## src/sv/csp_pkg.sv

```systemverilog
// shared types, codes and keyword tables for the cue settings parser
`default_nettype none

package csp_pkg;

	localparam int KW_COUNT = 5;

	localparam logic [3:0] KW_VERTICAL    = 4'd0;
	localparam logic [3:0] KW_VERTICAL_LR = 4'd1;
	localparam logic [3:0] KW_START       = 4'd2;
	localparam logic [3:0] KW_MIDDLE      = 4'd3;
	localparam logic [3:0] KW_END         = 4'd4;

	localparam logic [KW_COUNT-1:0] KW_DIR_SET   = 5'b00011;
	localparam logic [KW_COUNT-1:0] KW_ALIGN_SET = 5'b11100;

	localparam logic [7:0] CH_COLON   = 8'h3A;
	localparam logic [7:0] CH_PERCENT = 8'h25;
	localparam logic [7:0] CH_MINUS   = 8'h2D;
	localparam logic [7:0] CH_ZERO    = 8'h30;
	localparam logic [7:0] CH_D       = 8'h44;
	localparam logic [7:0] CH_A       = 8'h41;
	localparam logic [7:0] CH_L       = 8'h4C;
	localparam logic [7:0] CH_T       = 8'h54;
	localparam logic [7:0] CH_S       = 8'h53;

	localparam logic [6:0] PCT_MAX  = 7'd100;
	localparam logic [6:0] PCT_CLIP = 7'd101;

	localparam logic [1:0] DIR_HORIZONTAL = 2'd0;
	localparam logic [1:0] ALIGN_MIDDLE   = 2'd1;

	typedef enum logic [6:0] {
		PH_SKIP    = 7'b0000001,
		PH_SEP     = 7'b0000010,
		PH_WORD    = 7'b0000100,
		PH_LNUM    = 7'b0001000,
		PH_DIGITS  = 7'b0010000,
		PH_PCT     = 7'b0100000,
		PH_DISCARD = 7'b1000000
	} phase_t;

	typedef enum logic [2:0] {
		K_NONE  = 3'd0,
		K_DIR   = 3'd1,
		K_ALIGN = 3'd2,
		K_LINE  = 3'd3,
		K_TEXT  = 3'd4,
		K_SIZE  = 3'd5
	} kind_t;

	typedef struct packed {
		logic started;
		logic neg;
		logic digit;
		logic pct;
		logic bad;
		logic ovf;
	} vflags_t;

	typedef struct packed {
		logic [7:0] char_code;
		logic       no_char;
		logic       string_end;
	} item_t;

	typedef struct packed {
		logic [1:0]        writing_dir;
		logic signed [31:0] line_pos;
		logic              snap_lines;
		logic [6:0]        text_pos;
		logic [6:0]        box_size;
		logic [1:0]        align_mode;
	} result_t;

	localparam result_t RESULT_DEFAULT = '{
		writing_dir: DIR_HORIZONTAL,
		line_pos:    -32'sd1,
		snap_lines:  1'b1,
		text_pos:    7'd50,
		box_size:    7'd100,
		align_mode:  ALIGN_MIDDLE
	};

	function automatic logic is_space(input logic [7:0] c);
		return c == 8'h20 || c == 8'h09 || c == 8'h0A || c == 8'h0C || c == 8'h0D;
	endfunction

	function automatic logic is_digit(input logic [7:0] c);
		return c >= 8'h30 && c <= 8'h39;
	endfunction

	function automatic logic [3:0] kw_len(input logic [3:0] k);
		logic [3:0] len;
		unique case (k)
			KW_VERTICAL:    len = 4'd8;
			KW_VERTICAL_LR: len = 4'd11;
			KW_START:       len = 4'd5;
			KW_MIDDLE:      len = 4'd6;
			KW_END:         len = 4'd3;
			default:        len = 4'd0;
		endcase
		return len;
	endfunction

	function automatic logic [87:0] kw_text(input logic [3:0] k);
		logic [87:0] txt;
		unique case (k)
			KW_VERTICAL:    txt = 88'("vertical");
			KW_VERTICAL_LR: txt = 88'("vertical-lr");
			KW_START:       txt = 88'("start");
			KW_MIDDLE:      txt = 88'("middle");
			KW_END:         txt = 88'("end");
			default:        txt = '0;
		endcase
		return txt;
	endfunction

	// character at position idx of keyword k, zero past its end
	function automatic logic [7:0] kw_char(input logic [3:0] k, input logic [3:0] idx);
		logic [87:0] txt;
		logic [3:0]  len;
		logic [3:0]  pos;
		logic [7:0]  ch;
		txt = kw_text(k);
		len = kw_len(k);
		pos = len - 4'd1 - idx;
		ch  = 8'h00;
		if (idx < len)
			ch = txt[{pos, 3'b000} +: 8];
		return ch;
	endfunction

endpackage

`default_nettype wire

```

## src/sv/csp_in_stage.sv

```systemverilog
// input register and advance control for the cue settings parser
`default_nettype none

module csp_in_stage import csp_pkg::*; (
	input  wire logic  clk,
	input  wire logic  arst_n,
	input  wire logic  char_valid,
	output logic       char_stall,
	input  wire item_t item_in,
	input  wire logic  out_free,
	output item_t      item_s1,
	output logic       fire
);

	logic valid_s1;

	// an end word waits while the result register is held
	assign fire       = valid_s1 && (!item_s1.string_end || out_free);
	assign char_stall = valid_s1 && !fire;

	always_ff @(posedge clk or negedge arst_n) begin
		if (!arst_n) begin
			valid_s1 <= 1'b0;
		end else if (!char_stall) begin
			valid_s1 <= char_valid;
		end
	end

	always_ff @(posedge clk) begin
		if (char_valid && !char_stall) begin
			item_s1 <= item_in;
		end
	end

	a_stall_needs_word: assert property (@(posedge clk) disable iff (!arst_n)
		char_stall |-> valid_s1 && item_s1.string_end && !out_free)
		else $error("input stalled without a blocked end word");

	a_held_word_kept: assert property (@(posedge clk) disable iff (!arst_n)
		char_stall |=> valid_s1 && $stable(item_s1))
		else $error("stalled word lost from input register");

endmodule

`default_nettype wire

```

## src/sv/csp_parse_core.sv

```systemverilog
// parser state and per-character next-state logic
`default_nettype none

module csp_parse_core import csp_pkg::*; (
	input  wire logic  clk,
	input  wire logic  arst_n,
	input  wire logic  fire,
	input  wire item_t item_s1,
	output logic       res_valid,
	output result_t    res_data
);

	phase_t              phase_q, ph;
	kind_t               kind_q, kind;
	logic [KW_COUNT-1:0] live_q, live;
	logic [3:0]          widx_q, widx;
	logic [31:0]         acc_q, acc;
	vflags_t             flg_q, flg;
	result_t             set_q, set;

	logic [7:0]  c;
	logic        sp;
	logic [3:0]  d;
	logic [35:0] lprod;
	logic [35:0] llimit;
	logic [10:0] pprod;
	logic        word_ap;
	logic        line_ap;
	logic        pct_ap;

	assign c  = item_s1.char_code;
	assign sp = is_space(c);
	assign d  = 4'(c - CH_ZERO);

	// next-step value for the line number and its range limit
	assign lprod  = {acc_q, 3'b000} + {3'b000, acc_q, 1'b0} + {32'd0, d};
	assign llimit = flg_q.neg ? 36'h080000000 : 36'h07FFFFFFF;
	assign pprod  = {1'b0, acc_q[6:0], 3'b000} + {3'b000, acc_q[6:0], 1'b0} + {7'd0, d};

	always_comb begin
		ph      = phase_q;
		kind    = kind_q;
		live    = live_q;
		widx    = widx_q;
		acc     = acc_q;
		flg     = flg_q;
		set     = set_q;
		word_ap = 1'b0;
		line_ap = 1'b0;
		pct_ap  = 1'b0;

		if (!item_s1.no_char) begin
			unique case (phase_q)
				PH_SKIP: begin
					if (!sp) begin
						priority if (c == CH_D) kind = K_DIR;
						else if (c == CH_A) kind = K_ALIGN;
						else if (c == CH_L) kind = K_LINE;
						else if (c == CH_T) kind = K_TEXT;
						else if (c == CH_S) kind = K_SIZE;
						else kind = K_NONE;
						ph = PH_SEP;
					end
				end
				PH_SEP: begin
					if (c != CH_COLON)
						kind = K_NONE;
					flg  = '0;
					acc  = '0;
					widx = '0;
					live = '0;
					unique case (kind)
						K_DIR: begin
							live = KW_DIR_SET;
							ph   = PH_WORD;
						end
						K_ALIGN: begin
							live = KW_ALIGN_SET;
							ph   = PH_WORD;
						end
						K_LINE:         ph = PH_LNUM;
						K_TEXT, K_SIZE: ph = PH_DIGITS;
						default:        ph = PH_SKIP;
					endcase
				end
				PH_WORD: begin
					if (sp) begin
						word_ap = 1'b1;
						ph      = PH_SKIP;
					end else begin
						for (int k = 0; k < KW_COUNT; k++) begin
							if (widx_q >= kw_len(4'(k)) || kw_char(4'(k), widx_q) != c)
								live[k] = 1'b0;
						end
						if (widx_q != 4'hF)
							widx = widx_q + 4'd1;
					end
				end
				PH_LNUM: begin
					if (c == CH_MINUS || c == CH_PERCENT || is_digit(c)) begin
						if (flg_q.pct)
							flg.bad = 1'b1;
						priority if (c == CH_MINUS) begin
							if (flg_q.started)
								flg.bad = 1'b1;
							else
								flg.neg = 1'b1;
						end else if (c == CH_PERCENT) begin
							flg.pct = 1'b1;
						end else begin
							flg.digit = 1'b1;
							if (!flg_q.ovf) begin
								if (lprod > llimit)
									flg.ovf = 1'b1;
								else
									acc = lprod[31:0];
							end
						end
						flg.started = 1'b1;
					end else if (sp) begin
						line_ap = 1'b1;
						ph      = PH_SKIP;
					end else begin
						ph = PH_DISCARD;
					end
				end
				PH_DIGITS: begin
					if (is_digit(c)) begin
						flg.digit = 1'b1;
						if (pprod > 11'(PCT_MAX))
							acc = 32'(PCT_CLIP);
						else
							acc = 32'(pprod);
					end else if (c == CH_PERCENT) begin
						ph = PH_PCT;
					end else begin
						ph = PH_DISCARD;
					end
				end
				PH_PCT: begin
					if (sp) begin
						pct_ap = 1'b1;
						ph     = PH_SKIP;
					end else begin
						ph = PH_DISCARD;
					end
				end
				PH_DISCARD: begin
					if (sp)
						ph = PH_SKIP;
				end
				default: ph = PH_SKIP;
			endcase
		end

		// string end closes an open keyword, line number or completed percent setting
		if (item_s1.string_end) begin
			if (ph == PH_WORD) word_ap = 1'b1;
			if (ph == PH_LNUM) line_ap = 1'b1;
			if (ph == PH_PCT)  pct_ap  = 1'b1;
		end

		if (word_ap) begin
			for (int k = 0; k < KW_COUNT; k++) begin
				if (live[k] && widx == kw_len(4'(k))) begin
					if (4'(k) == KW_VERTICAL || 4'(k) == KW_VERTICAL_LR)
						set.writing_dir = 2'(k + 1);
					else
						set.align_mode = 2'(k - 2);
				end
			end
		end

		if (line_ap && !flg.bad && !flg.ovf && flg.digit && !(flg.neg && flg.pct)) begin
			if (flg.pct) begin
				if (acc <= 32'(PCT_MAX)) begin
					set.snap_lines = 1'b0;
					set.line_pos   = acc;
				end
			end else begin
				set.line_pos = flg.neg ? (32'd0 - acc) : acc;
			end
		end

		if (pct_ap && flg.digit && acc <= 32'(PCT_MAX)) begin
			if (kind == K_TEXT)
				set.text_pos = acc[6:0];
			else if (kind == K_SIZE)
				set.box_size = acc[6:0];
		end
	end

	assign res_valid = fire && item_s1.string_end;
	assign res_data  = set;

	always_ff @(posedge clk or negedge arst_n) begin
		if (!arst_n) begin
			phase_q <= PH_SKIP;
			kind_q  <= K_NONE;
			live_q  <= '0;
			widx_q  <= '0;
			acc_q   <= '0;
			flg_q   <= '0;
			set_q   <= RESULT_DEFAULT;
		end else if (fire) begin
			if (item_s1.string_end) begin
				phase_q <= PH_SKIP;
				kind_q  <= K_NONE;
				live_q  <= '0;
				widx_q  <= '0;
				acc_q   <= '0;
				flg_q   <= '0;
				set_q   <= RESULT_DEFAULT;
			end else begin
				phase_q <= ph;
				kind_q  <= kind;
				live_q  <= live;
				widx_q  <= widx;
				acc_q   <= acc;
				flg_q   <= flg;
				set_q   <= set;
			end
		end
	end

	a_end_restores: assert property (@(posedge clk) disable iff (!arst_n)
		res_valid |=> phase_q == PH_SKIP && set_q == RESULT_DEFAULT && flg_q == '0)
		else $error("parser not back at defaults after string end");

	a_pct_range: assert property (@(posedge clk) disable iff (!arst_n)
		set_q.text_pos <= PCT_MAX && set_q.box_size <= PCT_MAX)
		else $error("percent setting out of range");

endmodule

`default_nettype wire

```

## src/sv/csp_out_stage.sv

```systemverilog
// result register for the cue settings parser
`default_nettype none

module csp_out_stage import csp_pkg::*; (
	input  wire logic    clk,
	input  wire logic    arst_n,
	input  wire logic    res_valid,
	input  wire result_t res_data,
	output logic         out_free,
	output logic         result_valid,
	input  wire logic    result_stall,
	output result_t      result_q
);

	logic valid_q;

	assign out_free     = !valid_q || !result_stall;
	assign result_valid = valid_q;

	always_ff @(posedge clk or negedge arst_n) begin
		if (!arst_n) begin
			valid_q <= 1'b0;
		end else if (out_free) begin
			valid_q <= res_valid;
		end
	end

	always_ff @(posedge clk) begin
		if (res_valid && out_free) begin
			result_q <= res_data;
		end
	end

	a_no_overwrite: assert property (@(posedge clk) disable iff (!arst_n)
		res_valid |-> out_free)
		else $error("result written over a held word");

endmodule

`default_nettype wire

```

## src/sv/cue_settings_parser.sv

```systemverilog
// top level of the cue settings parser
// result path: the string end word is held in the input register, then its result in the result register
// throughput: one character word per cycle; an end word waits in the input register
//   only while the result register holds an untaken result
// reset: arst_n clears both handshake registers and returns the parser to the
//   default settings, ready for a new string
`default_nettype none

module cue_settings_parser import csp_pkg::*; (
	input  wire logic        clk,
	input  wire logic        arst_n,
	input  wire logic        char_valid,
	output logic             char_stall,
	input  wire logic [7:0]  char_code,
	input  wire logic        no_char,
	input  wire logic        string_end,
	output logic             result_valid,
	input  wire logic        result_stall,
	output logic [1:0]       writing_dir,
	output logic signed [31:0] line_pos,
	output logic             snap_lines,
	output logic [6:0]       text_pos,
	output logic [6:0]       box_size,
	output logic [1:0]       align_mode
);

	item_t   item_in;
	item_t   item_s1;
	logic    fire;
	logic    out_free;
	logic    res_valid;
	result_t res_data;
	result_t result_q;

	assign item_in = '{char_code: char_code, no_char: no_char, string_end: string_end};

	csp_in_stage u_in (
		.clk        (clk),
		.arst_n     (arst_n),
		.char_valid (char_valid),
		.char_stall (char_stall),
		.item_in    (item_in),
		.out_free   (out_free),
		.item_s1    (item_s1),
		.fire       (fire)
	);

	csp_parse_core u_core (
		.clk       (clk),
		.arst_n    (arst_n),
		.fire      (fire),
		.item_s1   (item_s1),
		.res_valid (res_valid),
		.res_data  (res_data)
	);

	csp_out_stage u_out (
		.clk          (clk),
		.arst_n       (arst_n),
		.res_valid    (res_valid),
		.res_data     (res_data),
		.out_free     (out_free),
		.result_valid (result_valid),
		.result_stall (result_stall),
		.result_q     (result_q)
	);

	assign writing_dir = result_q.writing_dir;
	assign line_pos    = result_q.line_pos;
	assign snap_lines  = result_q.snap_lines;
	assign text_pos    = result_q.text_pos;
	assign box_size    = result_q.box_size;
	assign align_mode  = result_q.align_mode;

endmodule

`default_nettype wire
```

## config.mk

```make
export PLATFORM = sky130hd
export DESIGN_NAME = cue_settings_parser
export DESIGN_NICKNAME = d
export VERILOG_FILES = /design/src/sv/csp_pkg.sv /design/src/sv/csp_in_stage.sv /design/src/sv/csp_parse_core.sv /design/src/sv/csp_out_stage.sv /design/src/sv/cue_settings_parser.sv
export SDC_FILE = /design/constraint.sdc
export NUM_CORES = 1
export LEC_CHECK = 0
export ABC_AREA = 1
export BUFFER_PORTS_ARGS = -buffer_cell sky130_fd_sc_hd__buf_2
export CORE_MARGIN = 2
export CORE_UTILIZATION = 58
export CTS_CLUSTER_SIZE = 24
export DETAILED_ROUTE_END_ITERATION = 6
export GPL_ROUTABILITY_DRIVEN = 1
export PLACE_DENSITY = 0.85
export SLEW_MARGIN = 30
export SYNTH_ARGS = -nofsm -noshare
export SYNTH_HDL_FRONTEND = slang
export SYNTH_SLANG_ARGS = --single-unit
```

## constraint.sdc

```tcl
create_clock -name clk -period 4.9 [get_ports clk]
set_input_delay 0.49 -clock clk [delete_from_list [all_inputs] [get_ports clk]]
set_output_delay 0.49 -clock clk [all_outputs]
set_load 0.01 [all_outputs]
```

==> results.md, run 1 <==
- Largest net degree at the start of global routing: 80
- Ys async rst share: 64.33%
- Gpl congestion: 1.032
- Xor-xnor portion of the synthesized cell area: 1.932%
- Grt ovf: 10
- Hold-fix buffers, CTS: 0
- Pre-CTS WS: -0.5911 ns
- Status: did not finish
- Die Span Y: 164.6 um
- Compound-cell area share of the yosys netlist: 12.89%
- Post-detail-place hpwl: 35950 um
- Synth Cell Area: 0.01496 mm^2
- Worst End Pin Type: sequential cell input
- Synth Warn #: 0
- Predominant post-synthesis flop cell: dfrtp_1
- DIE WIDTH: 164.6 um
- I/O pin cnt: 67
- H-tree lvl count: 4
- Yosys cell types: 58
- Tool error: [ERROR GRT-0232] Routing congestion too high. Check the congestion heatmap in the GUI.
- PortBufs: 66
- Dominant combinational cell family by area after synthesis: simple AND/OR/NAND/NOR gates
- Synth Area in Adders: 9.717%
- Yosys top cell area share: 17.16%
- Clock Sinks: 171
- Syn Inst Count: 2238
- Num CTS Buffers: 17
- Syn_nets: 2367
- Register area share after synthesis: 30.98%
- FP Rows: 58
- Mux share of post-synthesis cell area: 0%
- Synth top cells by count: 684 x nand2_1, 322 x inv_1, 180 x nand3_1, 180 x nor2_1, 123 x o21ai_0
- Avg Synthesized Cell Area: 6.686 um^2
- Worst_ep grt: u_out.result_q[33]$_DFFE_PP_/D
- Simple-Gate Fraction of Synth Area: 33.83%
- Area leader, netlist: nand2_1
- Initial Util: 59.25%
- Number of synthesized register bits: 171
- GRT Util Overall: 64.68%
- Number of enable flip-flop cells after synthesis: 61
- Most common cell in the netlist: nand2_1
- Root Buffer Master: clkbuf_16
- Top post-synthesis cells by area: nand2_1 17%, edfxtp_1 12%, dfrtp_1 12%
- Clock Tree Buf Depth: 2
- Stopped at: 5_1_grt
-- stage by stage --
stage / std cells / instance area (um^2)
2_1_floorplan: 2238 / 15210
3_3_place_gp: 2834 / 17690
3_5_place_dp: 2835 / 17710
4_1_cts: 2943 / 19810
-- per-layer routing --
layer | GRT overflow | track usage (%)
met1 | 0 | 64.84
met2 | 1 | 82.71
met3 | 2 | 48.07
met4 | 7 | 62.25
met5 | 0 | 20.08
-- kinds of logic after synthesis --
family                     Yosys count
xor gates and xnor gates            33
adders and majority gates          115
buffers and inverters              402
and+or+nand+nor                   1179
AOI/OAI and AO/OA                  338
DFF                                171
-- what timing repair did --
action,in CTS
setup endpoints to repair,94
gates cloned,6
resized for setup,219
buffers inserted,73
pin swaps,121
==> run 2, diff against run 1 <==
--- a/config.mk
+++ b/config.mk
@@ -8,11 +8,10 @@
 export ABC_AREA = 1
 export BUFFER_PORTS_ARGS = -buffer_cell sky130_fd_sc_hd__buf_2
 export CORE_MARGIN = 2
-export CORE_UTILIZATION = 58
-export CTS_CLUSTER_SIZE = 24
+export CORE_UTILIZATION = 40
 export DETAILED_ROUTE_END_ITERATION = 6
 export GPL_ROUTABILITY_DRIVEN = 1
-export PLACE_DENSITY = 0.85
+export PLACE_DENSITY_LB_ADDON = 0.15
 export SLEW_MARGIN = 30
 export SYNTH_ARGS = -nofsm -noshare
 export SYNTH_HDL_FRONTEND = slang
==> constraint.sdc (replaced) <==
create_clock -name clk -period 6.37 [get_ports clk]
set_input_delay 0.637 -clock clk [delete_from_list [all_inputs] [get_ports clk]]
set_output_delay 0.637 -clock clk [all_outputs]
set_load 0.01 [all_outputs]
==> results.md, run 2 <==
- Peak supply drop: 199.0 uV
- Achievable Freq: 0.1672 GHz
- Predominant post-synthesis flop cell: dfrtp_1
- Layout cell share with drive strength beyond 1: 13.06%
- Ys async rst share: 64.33%
- Nets@finish: 2452
- Gpl congestion: 0.9447
- Max-cap viol count: 0
- WS Path Type: reg2reg
- Vias in the first global route: 14227
- Final worst-path cycle share: 93.87%
- Filler instances: 3878
- Status: finished, final reports clean
- DIE WIDTH: 197.4 um
- ANT cells: 0
- Synth Cell Area: 0.01496 mm^2
- DR vias: 14660
- Initial drt markers: 1046
- Crit-path slowest cell: dfrtp_1
- Slew headroom: 34.59%
- # DRC: 0
- Yosys top cell area share: 17.16%
- Num CTS Buffers: 17
- Dominant combinational cell family by area after synthesis: simple AND/OR/NAND/NOR gates
- Initial DRT Pass Iterations: 6
- Cell count after placement: 2765
- Xor-xnor portion of the synthesized cell area: 1.932%
- Top flop regs: u_core.set_q x51, u_out.result_q x51, u_core.acc_q x32
- CP Launch Type: flip-flop
- Hold-fix buffers, CTS: 0
- Top post-synthesis cells by area: nand2_1 17%, edfxtp_1 12%, dfrtp_1 12%
- Mux share of post-synthesis cell area: 0%
- Core region area: 0.03670 mm^2
- Clock share of power: 40.1%
- Leak pwr: 0.008834 uW
- Root Buffer Master: clkbuf_16
- Initial Util: 40.77%
- Synth top cells by count: 684 x nand2_1, 322 x inv_1, 180 x nand3_1, 180 x nor2_1, 123 x o21ai_0
- Synth Area in Adders: 9.717%
- Register area share after synthesis: 30.98%
- Number of enable flip-flop cells after synthesis: 61
- Syn_nets: 2367
- Most frequent CP cell: nand2_1
- Compound-cell area share of the yosys netlist: 12.89%
- Area Overhead vs Synth: 11.72%
- Area leader, netlist: nand2_1
- Worst-Skew Late Latency: 0.48 ns
- Die Span Y: 197.4 um
- Post-detail-place hpwl: 35310 um
- I/O pin cnt: 67
- Antenna-violating nets left: 0
- First-pass GRT wire length: 75200 um
- Grt ovf: 0
- Sequential power share: 44.8%
- Routed len/inst: 16.43 um
- Worst-Margin Slew: 0.9812 ns
- Drt total wl: 46070 um
- GRT Util Overall: 24.48%
- CP Capture Type: flip-flop
- Die ar.: 0.03897 mm^2
- Max-slew violation count: 0
- Peak per-stage delay on the critical path: 0.46 ns
- Power per cell area: 157.3 mW/mm^2
- Largest net degree at the start of global routing: 80
- Final total power: 2629 uW
- Yosys cell types: 58
- Hold Crit Class: in2async
- CTS tree: yes
- Worst Path Required: 6.59 ns
- Avg Synthesized Cell Area: 6.686 um^2
- Clk pin slew, worst setup/hold paths: 0.07 ns
- Commonest non-fill, non-tap cell in the layout: nand2_1
- Endpoints failing setup: 0
- Number of synthesized register bits: 171
- Most common cell in the netlist: nand2_1
- Cell-internal power: 1814 uW
- FF-to-FF path depth: 36
- PortBufs: 66
- Crit-path max FO: 12
- Final min period: 5.979 ns
- Final number of hold-violating endpoints: 0
- Clock Sinks: 171
- Initial antenna violation count: 0
- Syn Inst Count: 2238
- Commonest non-fill, non-tap cells in the layout: 683 x nand2_1, 321 x inv_1, 180 x nand3_1
- Via density per instance: 5.228
- Fin cells: 2804
- Clock Tree Buf Depth: 2
- Combinational Power Share: 15.1%
- Sw frac: 31.02%
- Simple-Gate Fraction of Synth Area: 33.83%
- Critical Path AT: 6.20 ns
- Net Sw Power: 815.6 uW
- FP Rows: 70
- Skew final: 0.02433 ns
- H-tree lvl count: 4
- Synth Warn #: 0
-- run 2: cell counts after synthesis --
No cell type changed its count.
-- run 2: per-stage QoR --
step / TNS [ns] / utilization (%) / hold slack, ns / area, um^2 / worst slack [ns]
finish: 0 / 45.55 / 0.1752 / 16720 / 0.3908
global route: -0.05246 / 45.55 / 0.2317 / 16720 / -0.02299
CTS: 0 / 45.28 / 0.3179 / 16620 / 0.1714
detailed placement: 0 / 43.69 / 0.4670 / 16030 / 0.2083
global placement: 0 / 43.68 / 0.4636 / 16030 / 0.2105
floorplan: 0 / - / 0.3414 / 14960 / 1.008
-- run 2: area by class of cell --
class,instances,area (um^2),area share (%)
tap,468,585.6,3.503
clock inverter,14,155.1,0.9281
multi-input combinational,1665,8790,52.58
inverter,339,1287,7.701
timing repair buffer,129,834.6,4.992
clock buffer,18,429.2,2.567
sequential,171,4636,27.73
-- run 2: repair_timing --
action                     in CTS  in global routing
resized for setup               0                 13
setup buffers                   0                  6
setup endpoints to repair       0                 91
-- run 2: power by group through the flow --
stage | Clock [uW] | Sequential, uW | Combinational (uW)
finish | 1060 | 1180 | 397
global route | 1110 | 1180 | 439
CTS | 1080 | 1180 | 389
detailed placement | 0 | 1200 | 387
global placement | 0 | 1200 | 384
floorplan | 0 | 1190 | 247
-- run 2: kinds of logic after synthesis --
logic type               after synthesis
AO/OA/AOI/OAI                        338
XOR/XNOR                              33
adder cells (fa/ha/maj)              115
buffers and inverters                402
flip-flops                           171
AND/OR/NAND/NOR                     1179
-- run 2: worst paths after layout --
| path | start | endpoint | slack, ns |
|---|---|---|---|
| max | u_core.acc_q[1] | u_out.result_q[36] | 0.39 |
| min | arst_n | u_core.set_q[5] | 0.18 |
| max reg2reg | u_core.acc_q[1] | u_out.result_q[36] | 0.39 |
| min reg2reg | u_core.set_q[50] | u_core.set_q[50] | 0.50 |
| max in group asynchronous | arst_n | u_core.acc_q[10] | 5.04 |
| min in group clk | char_code[7] | u_in.item_s1[9] | 0.33 |
-- run 2: metal layers --
metal	vias to the layer above	part of all wire (%)	global-route usage [%]
met3	54	3.3	2.885
met4	0	2.1	7.240
met5	-	0	0
li1	7448	-	-
met2	316	49	42.11
met1	6842	46	32.27
-- run 2: worst max-delay path: cells and delay by family (launching register included) --
kind                       cells  cell delay [ns]
DFF                            1             0.46
adders and majority gates      4             1.25
and+or+nand+nor               25             2.97
AOI/OAI and AO/OA              3             0.54
buffers and inverters          4             0.53
(Power assumes the default switching activity.)
==> run 3, diff against run 2 <==
--- a/config.mk
+++ b/config.mk
@@ -8,10 +8,10 @@
 export ABC_AREA = 1
 export BUFFER_PORTS_ARGS = -buffer_cell sky130_fd_sc_hd__buf_2
 export CORE_MARGIN = 2
-export CORE_UTILIZATION = 40
+export CORE_UTILIZATION = 45
 export DETAILED_ROUTE_END_ITERATION = 6
 export GPL_ROUTABILITY_DRIVEN = 1
-export PLACE_DENSITY_LB_ADDON = 0.15
+export PLACE_DENSITY = 0.65
 export SLEW_MARGIN = 30
 export SYNTH_ARGS = -nofsm -noshare
 export SYNTH_HDL_FRONTEND = slang
==> results.md, run 3 (same netlist as run 2, synthesis figures left out) <==
- Total negative slack: 0 ns
- Skew final: 0.02082 ns
- WS Path Type: reg2reg
- Endpoints failing setup: 0
- # DRC: 0
- Met2 routed WL: 22130 um
- Worst-Skew Late Latency: 0.47 ns
- Clk pin slew, worst setup/hold paths: 0.07 ns
- Routed len/inst: 16.45 um
- DR vias: 14922
- Cell area after layout: 0.01663 mm^2
- Fin cells: 2761
- Hold Crit Class: in2async
- Area Overhead vs Synth: 11.12%
- DIE WIDTH: 186.4 um
- Worst-Margin Slew: 0.9700 ns
- I/O pin cnt: 67
- Post-detail-place hpwl: 34300 um
- Commonest non-fill, non-tap cell in the layout: nand2_1
- Commonest non-fill, non-tap cells in the layout: 683 x nand2_1, 321 x inv_1, 179 x nand3_1
- Crit-path slowest cell: fa_1
- Peak per-stage delay on the critical path: 0.55 ns
- Root Buffer Master: clkbuf_16
- Max-cap viol count: 0
- Leak pwr: 0.008787 uW
- Power per cell area: 158.0 mW/mm^2
- PortBufs: 66
- CP Launch Type: flip-flop
- Max-slew violation count: 0
- Placed Area: 0.01586 mm^2
- Core region area: 0.03262 mm^2
- Crit-path max FO: 12
- Final worst-path cycle share: 92.54%
- Clock Sinks: 171
- Initial antenna violation count: 1
- ANT cells: 0
- Nets@finish: 2435
- Most frequent CP cell: nand2_1
- M1 wire length: 20070 um
- CP Capture Type: flip-flop
- First-pass GRT wire length: 73360 um
- Layout cell share with drive strength beyond 1: 12.59%
- Drt total wl: 45410 um
- Achievable Freq: 0.1696 GHz
- Final worst slack: 0.4750 ns
- Final min period: 5.895 ns
- Antenna-violating nets left: 0
- FP Rows: 66
- Grt ovf: 0
- Slew headroom: 34.85%
- Initial Util: 45.87%
- Top flop regs: u_core.set_q x51, u_out.result_q x51, u_core.acc_q x32
- Worst Path Required: 6.60 ns
- Cell count after placement: 2722
- GRT Util Overall: 26.21%
- Die Span Y: 186.4 um
- Gpl congestion: 0.9534
- Filler instances: 3244
- Initial DRT Pass Iterations: 6
- Via density per instance: 5.405
- H-tree lvl count: 4
- Initial drt markers: 1472
- Highest metal used: met5
- Met3 WL post-DR: 2116 um
- Largest net degree at the start of global routing: 80
- CTS tree: yes
- Status: finished, final reports clean
- Num CTS Buffers: 17
- Final hold slack: 0.1149 ns
- Clock Tree Buf Depth: 2
- Final number of hold-violating endpoints: 0
- Vias in the first global route: 13927
- Critical Path AT: 6.12 ns
- Hold-fix buffers, CTS: 0
- Peak supply drop: 216.1 uV
- Die ar.: 0.03473 mm^2
- Pre-CTS WS: 0.2418 ns
==> run 3: cell types whose count changed in the layout (fill, tap and decap cells not counted), moves of 2 or more <==
cell / delta
a21oi_1: -2
a21oi_4: +2
buf_4: -19
clkinv_8: +2
clkinvlp_4: -2
inv_8: +2
==> run 3: per-layer routing <==
layer | track usage (%) | up-vias
met5 | 0 | -
met4 | 7.908 | 2
met3 | 3.555 | 62
met2 | 45.45 | 440
met1 | 33.94 | 6984
li1 | - | 7434
==> run 3: stage by stage <==
| stage | power, uW | utilization (%) |
|---|---|---|
| 6_report | 2627 | 50.97 |
| 5_1_grt | 2739 | 50.97 |
| 4_1_cts | 2638 | 50.46 |
| 3_5_place_dp | 1581 | 48.63 |
| 3_3_place_gp | 1578 | 48.62 |
| 2_1_floorplan | 1439 | - |
==> run 3: worst max-delay path: cells and delay by family (launching register included) <==
kind	cells	cell delay, ns
adders and majority gates	4	1.41
DFF	1	0.43
buffers and inverters	2	0.26
and+or+nand+nor	25	2.90
AOI/OAI and AO/OA	4	0.63
==> run 3: repair_timing <==
action                     in CTS  in global routing
setup endpoints to repair       0                 94
gates resized for setup         0                 20
setup buffers                   0                  5
==> run 3: final cells by class <==
| class | instances | area, um^2 | share of cell area [%] |
|---|---|---|---|
| multi-input combinational | 1665 | 8828 | 53.10 |
| clock buffer | 17 | 425.4 | 2.559 |
| tap | 442 | 553.0 | 3.326 |
| inverter | 339 | 1282 | 7.713 |
| timing repair buffer | 112 | 732.0 | 4.402 |
| sequential | 171 | 4636 | 27.88 |
| clock inverter | 15 | 170.2 | 1.023 |
==> run 3: power by group <==
group	internal, uW	switching, uW
sequential	1160	19.7
combinational	103	293
clock	528	525
==> run 3: path summary, 6_finish.rpt <==
kind | from | endpoint | slack, ns | cells past startpoint
max reg2reg | u_core.acc_q[2] | u_out.result_q[47] | 0.48 | 35
max | u_core.acc_q[2] | u_out.result_q[47] | 0.48 | 35
min | arst_n | u_core.set_q[11] | 0.11 | 1
max in group asynchronous | arst_n | u_core.acc_q[30] | 4.94 | 3
min in group clk | char_code[4] | u_in.item_s1[6] | 0.34 | 1
min reg2reg | u_core.set_q[50] | u_core.set_q[50] | 0.49 | 2
==> run 4, diff against run 3 <==
--- a/config.mk
+++ b/config.mk
@@ -12,7 +12,8 @@
 export DETAILED_ROUTE_END_ITERATION = 6
 export GPL_ROUTABILITY_DRIVEN = 1
 export PLACE_DENSITY = 0.65
-export SLEW_MARGIN = 30
+export SLEW_MARGIN = 20
 export SYNTH_ARGS = -nofsm -noshare
 export SYNTH_HDL_FRONTEND = slang
+export SYNTH_HIERARCHICAL = 1
 export SYNTH_SLANG_ARGS = --single-unit
==> results.md, run 4 <==
- FP Rows: 66
- Skew final: 0.01591 ns
- Initial Util: 45.91%
- Final hold slack: 0.1865 ns
- FF-to-FF path depth: 37
- Avg Synthesized Cell Area: 6.829 um^2
- # DRC: 0
- Gpl congestion: 0.9702
- Routed len/inst: 16.54 um
- Commonest non-fill, non-tap cell in the layout: nand2_1
- Clock share of power: 39.1%
- Commonest non-fill, non-tap cells in the layout: 576 x nand2_1, 335 x inv_1, 191 x nand3_1
- Slew headroom: 31.45%
- Synth Warn #: 6
- Via density per instance: 5.500
- Max-slew violation count: 0
- Max-cap viol count: 0
- Crit-path slowest cell: edfxtp_1
- Clock Tree Buf Depth: 2
- Worst-Margin Slew: 1.027 ns
- Worst Path Required: 6.56 ns
- Leak pwr: 0.008451 uW
- Crit-path max FO: 24
- Final worst-path cycle share: 92.50%
- Num CTS Buffers: 17
- Achievable Freq: 0.1697 GHz
- Most frequent CP cell: nand2_1
- Area leader, netlist: nand2_1
- Combinational Power Share: 16.4%
- Drt total wl: 44780 um
- Syn_nets: 2321
- CP Depth: 37
- Critical path origin: u_in/item_s1[4]
- PortBufs: 66
- Final Util: 50.82%
- Final total power: 2640 uW
- Buf/Inv on CP: 5
- Final number of hold-violating endpoints: 0
- GRT Util Overall: 25.53%
- Peak per-stage delay on the critical path: 0.50 ns
- Initial antenna violation count: 0
- Initial drt markers: 1454
- Die Span Y: 186.4 um
- Power per cell area: 159.3 mW/mm^2
- Yosys top cell area share: 14.46%
- Critical Path AT: 6.08 ns
- Number of enable flip-flop cells after synthesis: 61
- Core region area: 0.03262 mm^2
- Top post-synthesis cells by area: nand2_1 14%, edfxtp_1 12%, dfrtp_1 12%
- CTS tree: yes
- Worst-Skew Late Latency: 0.44 ns
- Syn Inst Count: 2193
- DIE WIDTH: 186.4 um
- Grt ovf: 0
- FF-to-FF Start: u_in/item_s1[4]
- WS Path Type: reg2reg
- Most common cell in the netlist: nand2_1
- Clock Sinks: 171
- Yosys cell types: 66
- Cell-internal power: 1796 uW
- ANT cells: 0
- Clk pin slew, worst setup/hold paths: 0.08 ns
- Synth top cells by count: 577 x nand2_1, 336 x inv_1, 191 x nand3_1
- CP Launch Type: flip-flop
- Sequential power share: 44.5%
- Top flop regs: u_core/set_q x51, u_out/result_q x51, u_core/acc_q x32
- Endpoints failing setup: 0
- Final min period: 5.892 ns
- Post-detail-place hpwl: 33350 um
- Delay-heaviest family, CP: simple AND/OR/NAND/NOR gates
- Root Buffer Master: clkbuf_16
- Number of synthesized register bits: 171
- Area Overhead vs Synth: 10.69%
- Ys async rst share: 64.33%
- CP Capture Type: flip-flop
- Synth Cell Area: 0.01498 mm^2
- Predominant post-synthesis flop cell: dfrtp_1
- Peak supply drop: 196.9 uV
- Initial DRT Pass Iterations: 6
- Status: finished, final reports clean
- DR vias: 14893
- Hold Crit Class: in2async
- Layout cell share with drive strength beyond 1: 12.80%
- First-pass GRT wire length: 72720 um
- Hold-fix buffers, CTS: 0
- Placed Area: 0.01579 mm^2
- Nets@finish: 2381
- Register area share after synthesis: 30.95%
- H-tree lvl count: 4
- Sw frac: 31.97%
- Cell area after layout: 0.01658 mm^2
- Vias in the first global route: 14257
- Die ar.: 0.03476 mm^2
- I/O pin cnt: 67
- Net Sw Power: 844.1 uW
- Largest net degree at the start of global routing: 68
- Antenna-violating nets left: 0
## run 4: cell count changes after synthesis, moves of 13 or more
cell,previous run,this run
nand2_1,684,577
o21ai_0,123,76
inv_1,322,336
o22ai_1,35,57
nand2_2,10,23
nand4_1,30,52
or2_2,26,2
## run 4: per-stage QoR
step                      setup slack (ns)  instances  TNS (ns)
after CTS                           0.1745       2692         0
after global placement              0.3297       2660         0
final                               0.4779       2708         0
after global routing              -0.02209       2708  -0.03486
after detailed placement            0.2059       2660         0
after floorplan                      1.038       2193         0
## run 4: final timing paths
path | endpoint | slack [ns]
max | u_out/result_q[29] | 0.48
min | u_core/set_q[12] | 0.19
max reg2reg | u_out/result_q[29] | 0.48
min reg2reg | u_core/set_q[15] | 0.49
max in group asynchronous | u_core/flg_q[4] | 4.75
min in group clk | u_in/item_s1[7] | 0.36
## run 4: final cells by class
class | instances | area (um^2)
inverter | 362 | 1361
multi-input combinational | 1596 | 8795
timing repair buffer | 105 | 654.4
tap | 442 | 553.0
fill | 3247 | 16040
clock buffer | 17 | 425.4
clock inverter | 15 | 152.6
sequential | 171 | 4637
## run 4: repair_timing
action	4_1_cts	5_1_grt
gates resized for setup	0	21
endpoints found under the hold margin	0	0
endpoints found under the setup margin	0	93
setup buffers	0	14
## run 4: layer usage
layer / track usage (%) / up-vias / wire length (um)
met5: 0 / - / 0
met4: 8.215 / 0 / 1370
met3: 2.727 / 86 / 2147
met2: 44.83 / 483 / 21830
met1: 32.85 / 6994 / 19430
li1: - / 7330 / -
## run 4: cell families after synthesis
family                     Yosys count  share of synthesized area [%]
adders and majority gates          114                          9.624
muxes                                1                        0.06684
DFF                                171                          30.95
and+or+nand+nor                   1116                          32.93
AOI/OAI and AO/OA                  320                          12.70
buffers and inverters              428                          11.21
xor gates and xnor gates            43                          2.515
## run 4: power groups by stage
stage	registers (uW)	logic (uW)	clock network, uW
after floorplan	1190	276	0
final	1180	432	1030
after global placement	1200	398	0
after global routing	1180	473	1100
after CTS	1180	404	1050
after detailed placement	1200	402	0
